$ cat config.mk
export PLATFORM = sky130hd
export DESIGN_NAME = quadrature_knob_with_click_top
export DESIGN_NICKNAME = d
export VERILOG_FILES = /design/src/sv/qkc_pkg.sv /design/src/sv/quadrature_knob_with_click_top.sv
export SDC_FILE = /design/constraint.sdc
export NUM_CORES = 1
export LEC_CHECK = 0
export BUFFER_PORTS_ARGS = -buffer_cell sky130_fd_sc_hd__buf_2
export CORE_MARGIN = 8
export CORE_UTILIZATION = 45
export DETAILED_ROUTE_END_ITERATION = 10
export PLACE_DENSITY = 0.7
export SKIP_CTS_REPAIR_TIMING = 1
export SLEW_MARGIN = 20
export SYNTH_ARGS = -nofsm -noshare
export SYNTH_HDL_FRONTEND = slang
export SYNTH_SLANG_ARGS = --single-unit
export TNS_END_PERCENT = 5
$ cat constraint.sdc
create_clock -name aclk -period 5.7 [get_ports aclk]
set_clock_uncertainty 0.2 [all_clocks]
set_input_delay 0.57 -clock aclk [delete_from_list [all_inputs] [get_ports aclk]]
set_output_delay 0.57 -clock aclk [all_outputs]
set_load 0.03 [all_outputs]
$ cat src/sv/qkc_pkg.sv
// ----------------------------------------------------------------------------
// qkc_pkg
// Types and constants for the quadrature knob decoder with click detection.
// ----------------------------------------------------------------------------
package qkc_pkg;

    localparam int unsigned LOCKOUT_W   = 16;
    localparam int unsigned COUNT_W     = 8;
    localparam int unsigned DELTA_W     = 7;
    localparam int unsigned POS_W       = 2;
    localparam int unsigned S_TDATA_W   = 8;
    localparam int unsigned M_TDATA_W   = 16;

    localparam logic [LOCKOUT_W-1:0] LOCKOUT_RESET = 16'd500;
    localparam logic [LOCKOUT_W-1:0] TIMER_MAX     = 16'hFFFF;
    localparam logic signed [COUNT_W-1:0] COUNT_MAX = 8'sd127;
    localparam logic signed [COUNT_W-1:0] COUNT_MIN = -8'sd128;

    // Packed LSB-first: last member sits in bit 0.
    typedef struct packed {
        logic [2:0] pad;
        logic       take_click;
        logic       take_delta;
        logic       knob_level;
        logic       phase_b_level;
        logic       phase_a_level;
    } knob_in_t;

    typedef struct packed {
        logic [6:0]                pad;
        logic                      knob_pressed;
        logic                      click_seen;
        logic signed [DELTA_W-1:0] delta_steps;
    } knob_out_t;

endpackage

$ cat src/sv/quadrature_knob_with_click_top.sv
// ----------------------------------------------------------------------------
// quadrature_knob_with_click_top
// Results are registered in the output register, or in the skid register.
// Throughput: one beat per cycle while the sink accepts; a two-entry result
// stage lets input continue for one beat while the sink stalls.
// Reset (aresetn, synchronous, active low) clears decoder state and sets the
// click lockout to 500.
// ----------------------------------------------------------------------------
module quadrature_knob_with_click_top (
    input  logic                           aclk,
    input  logic                           aresetn,
    input  logic                           cfg_we,
    input  logic [qkc_pkg::LOCKOUT_W-1:0]  cfg_wdata,    // click_lockout
    input  logic                           s_tvalid,
    output logic                           s_tready,
    // [0] phase_a_level, [1] phase_b_level, [2] knob_level,
    // [3] take_delta, [4] take_click, [7:5] zero
    input  logic [qkc_pkg::S_TDATA_W-1:0]  s_tdata,
    output logic                           m_tvalid,
    input  logic                           m_tready,
    // [6:0] delta_steps, [7] click_seen, [8] knob_pressed, [15:9] zero
    output logic [qkc_pkg::M_TDATA_W-1:0]  m_tdata
);
    import qkc_pkg::*;

    logic [LOCKOUT_W-1:0]      lockout_reg;
    logic [POS_W-1:0]          pos_reg, pos_next;
    logic                      primed_reg;
    logic signed [COUNT_W-1:0] count_reg, count_next;
    logic [LOCKOUT_W-1:0]      timer_reg, timer_next;
    logic                      held_reg, held_next;
    logic                      pending_reg, pending_next;

    knob_out_t out_reg, skid_reg, res;
    logic      out_valid_reg, skid_valid_reg;

    knob_in_t            din;
    logic [POS_W-1:0]    pos, diff;
    logic                pressed;
    logic [LOCKOUT_W-1:0] timer_inc;
    logic                in_beat, out_free;

    assign din      = knob_in_t'(s_tdata);
    assign s_tready = !skid_valid_reg;
    assign in_beat  = s_tvalid && s_tready;
    assign out_free = !out_valid_reg || m_tready;
    assign m_tvalid = out_valid_reg;
    assign m_tdata  = M_TDATA_W'(out_reg);

    always_comb begin
        pos       = {~din.phase_b_level, din.phase_a_level ^ din.phase_b_level};
        pressed   = !din.knob_level;
        diff      = pos_reg - pos;
        pos_next  = pos_reg;
        count_next = count_reg;
        held_next  = held_reg;
        pending_next = pending_reg;
        res        = '0;

        if (!primed_reg) begin
            pos_next = pos;
        end else if (diff[0]) begin
            pos_next = pos;
            if (diff[1]) begin
                if (count_reg != COUNT_MAX) count_next = count_reg + 8'sd1;
            end else begin
                if (count_reg != COUNT_MIN) count_next = count_reg - 8'sd1;
            end
        end

        timer_inc  = (timer_reg == TIMER_MAX) ? timer_reg : timer_reg + 16'd1;
        timer_next = timer_inc;
        if (!pending_reg && (timer_inc > lockout_reg)) begin
            if (pressed) begin
                held_next = 1'b1;
            end else if (held_reg) begin
                held_next    = 1'b0;
                pending_next = 1'b1;
            end
        end

        if (din.take_delta) begin
            res.delta_steps = count_next[COUNT_W-1:1];
            count_next      = {{(COUNT_W-1){1'b0}}, count_next[0]};
        end

        if (din.take_click && pending_next) begin
            timer_next     = '0;
            pending_next   = 1'b0;
            res.click_seen = 1'b1;
        end
        res.knob_pressed = pressed;
    end

    always_ff @(posedge aclk) begin
        if (!aresetn) begin
            lockout_reg    <= LOCKOUT_RESET;
            pos_reg        <= '0;
            primed_reg     <= 1'b0;
            count_reg      <= '0;
            timer_reg      <= '0;
            held_reg       <= 1'b0;
            pending_reg    <= 1'b0;
            out_valid_reg  <= 1'b0;
            skid_valid_reg <= 1'b0;
        end else begin
            if (cfg_we) begin
                lockout_reg <= cfg_wdata;
            end
            if (in_beat) begin
                pos_reg     <= pos_next;
                primed_reg  <= 1'b1;
                count_reg   <= count_next;
                timer_reg   <= timer_next;
                held_reg    <= held_next;
                pending_reg <= pending_next;
            end
            if (skid_valid_reg) begin
                if (m_tready) begin
                    out_reg        <= skid_reg;
                    skid_valid_reg <= 1'b0;
                end
            end else if (in_beat) begin
                if (out_free) begin
                    out_reg       <= res;
                    out_valid_reg <= 1'b1;
                end else begin
                    skid_reg       <= res;
                    skid_valid_reg <= 1'b1;
                end
            end else if (m_tready) begin
                out_valid_reg <= 1'b0;
            end
        end
    end

endmodule

==> flow_metrics.py <==
metrics = {
    "setup_path": {
        "cpMaxStageDelayCell": "o2111ai_1",
        "crit_required_ns": 5.78,
        "worst_path_dominant_cell_family": "simple AND/OR/NAND/NOR gates",
        "path_class": "flop to flop",
        "crit_path_end_kind": "flop",
        "crit_arrival_ns": 4.16,
        "worst-path-max-fanout": 10,
        "crit_path_cell_trace": "ha_1, nand3_1, or4_1, and2_4, and3_1, xnor2_1, inv_1, ha_1, a21oi_1, nor2_1, nor3_1, nand3b_1, o2111ai_1, and3_1",
        "max_stage_delay_ns": 0.61,
        "cp-start-kind": "flop",
        "rrSetupSlack_ns": 1.62,
        "cp_num_buf_inv": 1,
    },
    "sta": {
        "relSlewSlack_pct": 38.3,
        "whs_ns": 0.244,
        "hold_viol": 0,
        "max_freq_ghz": 0.245,
        "finalCriticalPeriod_ns": 4.08,
        "setup_viol": 0,
        "finalCritPeriodShare_pct": 71.6,
        "worst_pin_slew_ns": 0.925,
        "rsz0062_at_grt": "no",
        "slew_violations": 0,
        "tns_ns": 0,
        "fin_ws_ns": 1.62,
    },
    "global_routing": {
        "grt_usage_pct": 16.2,
        "grt_pass1_vias": 3346,
        "use_met1_pct": 19.6,
        "antenna_found_initial": 0,
        "gr-max-usage-layer": "met2",
        "grt_util_met3_pct": 3.60,
        "grt_max_degree": 36,
        "grt_pass1_wl_mm": 15.8,
        "gr-usage-met2_pct": 27.5,
        "grt_overflow_total": 0,
    },
    "drt": {
        "wl_per_cell_microns": 15.3,
        "drtIter0Drc": 193,
        "totalWireLength_mm": 9.17,
        "route.vias.total": 3393,
        "first_pass_iters": 4,
        "ant_nets": 0,
        "vias_per_cell": 5.65,
        "drc": 0,
    },
    "synthesis": {
        "synth_most_common_cell": "dfxtp_1",
        "netlist_area_sq_um": 4000,
        "ys_seq_area_share_pct": 37.1,
        "synth_commonest_cells": "47 x dfxtp_1, 40 x nand2_1, 39 x nor2_1, 29 x inv_1",
        "yosys-top-cells-area": "dfxtp_1 24%, edfxtp_1 14%, ha_1 6.6%, nand2_1 3.8%, nor2_1 3.7%",
        "synth_warnings": 0,
        "synth_area_leader_cell": "dfxtp_1",
        "ys_seq_elements": 65,
        "async_flop_share_pct": 0,
        "syn_inst": 470,
        "synth_edf_count": 18,
        "synth.distinct_cells": 60,
        "synth_top_area_share_pct": 23.5,
        "avgSynthCellArea_sq_um": 8.51,
        "synth_ff_type": "dfxtp_1",
    },
    "placement": {
        "pre_cts_ws_ns": 1.62,
        "port_buffers": 36,
        "post-dp-hpwl_mm": 6.64,
        "place_congestion": 0.878,
    },
    "min_path": {
        "hold_class": "input port to flop",
    },
    "floorplanning": {
        "die_h_microns": 110,
        "io_pins": 47,
        "coreArea_sq_um": 8680,
        "start_util_pct": 46.1,
        "die_w_microns": 110,
        "die_area_sq_um": 12200,
        "rows": 34,
    },
    "power": {
        "peakVddDrop_v": 0.000155,
        "p_leak_nw": 1.94,
        "powerDensity_nw_per_um2": 274,
    },
    "flow_run": {
        "maxCapViolations": 0,
    },
    "cells_and_area": {
        "diodes": 0,
        "areaGrowthSynthToFinish_pct": 11.0,
        "drive_gt1_share_pct": 13.8,
        "fin_nets": 538,
    },
    "clock_tree": {
        "clk_pin_slew_worst_paths_ns": 0.07,
        "numCtsBuffers": 9,
        "clock_latency_ns": 0.35,
        "cts_root_buf": "clkbuf_8",
        "cts_tree": "built",
        "cts_sinks": 65,
        "cts_buffer_depth": 2,
        "htreeDepth": 3,
    },
    "outcome": {
        "outcome": "finished, final reports clean",
    },
}
worst register-to-register path, cell delays in order (launching register included):
cell and delay (ns):
dfxtp_1 0.41, ha_1 0.30, nand3_1 0.13, or4_1 0.57, and2_4 0.22, and3_1 0.18
xnor2_1 0.17, inv_1 0.10, ha_1 0.29, a21oi_1 0.13, nor2_1 0.05, nor3_1 0.24
nand3b_1 0.14, o2111ai_1 0.61, and3_1 0.27
per-layer routing:
layer | vias to the layer above | part of all wire [%]
li1 | 1703 | -
met1 | 1606 | 45
met2 | 66 | 50
met3 | 18 | 3.6
met4 | 0 | 2.0
met5 | - | 0
power by group:
group | total [mW] | internal, mW | switching (mW)
registers | 0.505 | 0.492 | 0.0130
logic | 0.184 | 0.0662 | 0.118
clock network | 0.528 | 0.336 | 0.192
total | 1.22 | 0.894 | 0.323
placed cells by master (no fill, tap or decap), types with 5 or more instances in the layout:
master,instances
o31ai_1,6
a21oi_1,23
xor2_1,13
o21ai_0,20
mux2i_1,13
ha_1,21
dfxtp_1,47
nand2_1,40
conb_1,7
o211ai_1,6
nor2_1,39
nor3_1,19
a211oi_1,5
nand4_1,15
mux2_2,7
inv_1,29
edfxtp_1,18
nand3_1,23
clkbuf_8,9
xnor2_1,12
and3_1,15
a31oi_1,5
and2_1,5
buf_2,36
through the flow:
step,total power [mW],utilization (%),instance area (sq um),std cells
finish,1.22,51.1,4440,601
global route,1.27,51.1,4440,601
global placement,0.692,48.0,4170,585
detailed placement,0.698,48.0,4170,585
CTS,1.23,51.1,4440,601
floorplan,0.658,-,4020,476
area by class of cell:
type	instances	area (sq um)
multi-input cells	345	2250
flip-flops and latches	65	1480
repair buffers	37	188
fillers	847	4240
clock inverters	7	143
inverters	30	113
well taps	108	135
clock buffers	9	124
cell families (layout without fill, tap and decap cells):
kind of cell	Yosys count	count (layout)	share of synthesized area [%]
adder cells (fa/ha/maj)	21	21	6.57
XOR/XNOR	26	26	6.07
AO/OA/AOI/OAI	89	89	14.8
multiplexers	20	20	5.23
AND/OR/NAND/NOR	182	182	23.0
flip-flops	65	65	37.1
buffers and inverters	66	83	7.17
other	1	7	0.0938
path summary, 6_finish.rpt:
check	startpoint	end	depth (start not counted)
worst max-delay path	timer_reg[0]	timer_reg[3]	14
worst min-delay path	cfg_wdata[7]	lockout_reg[7]	3
worst min register to register	lockout_reg[5]	lockout_reg[5]	2
worst max register to register	timer_reg[0]	timer_reg[3]	14
(Power assumes the default switching activity.)
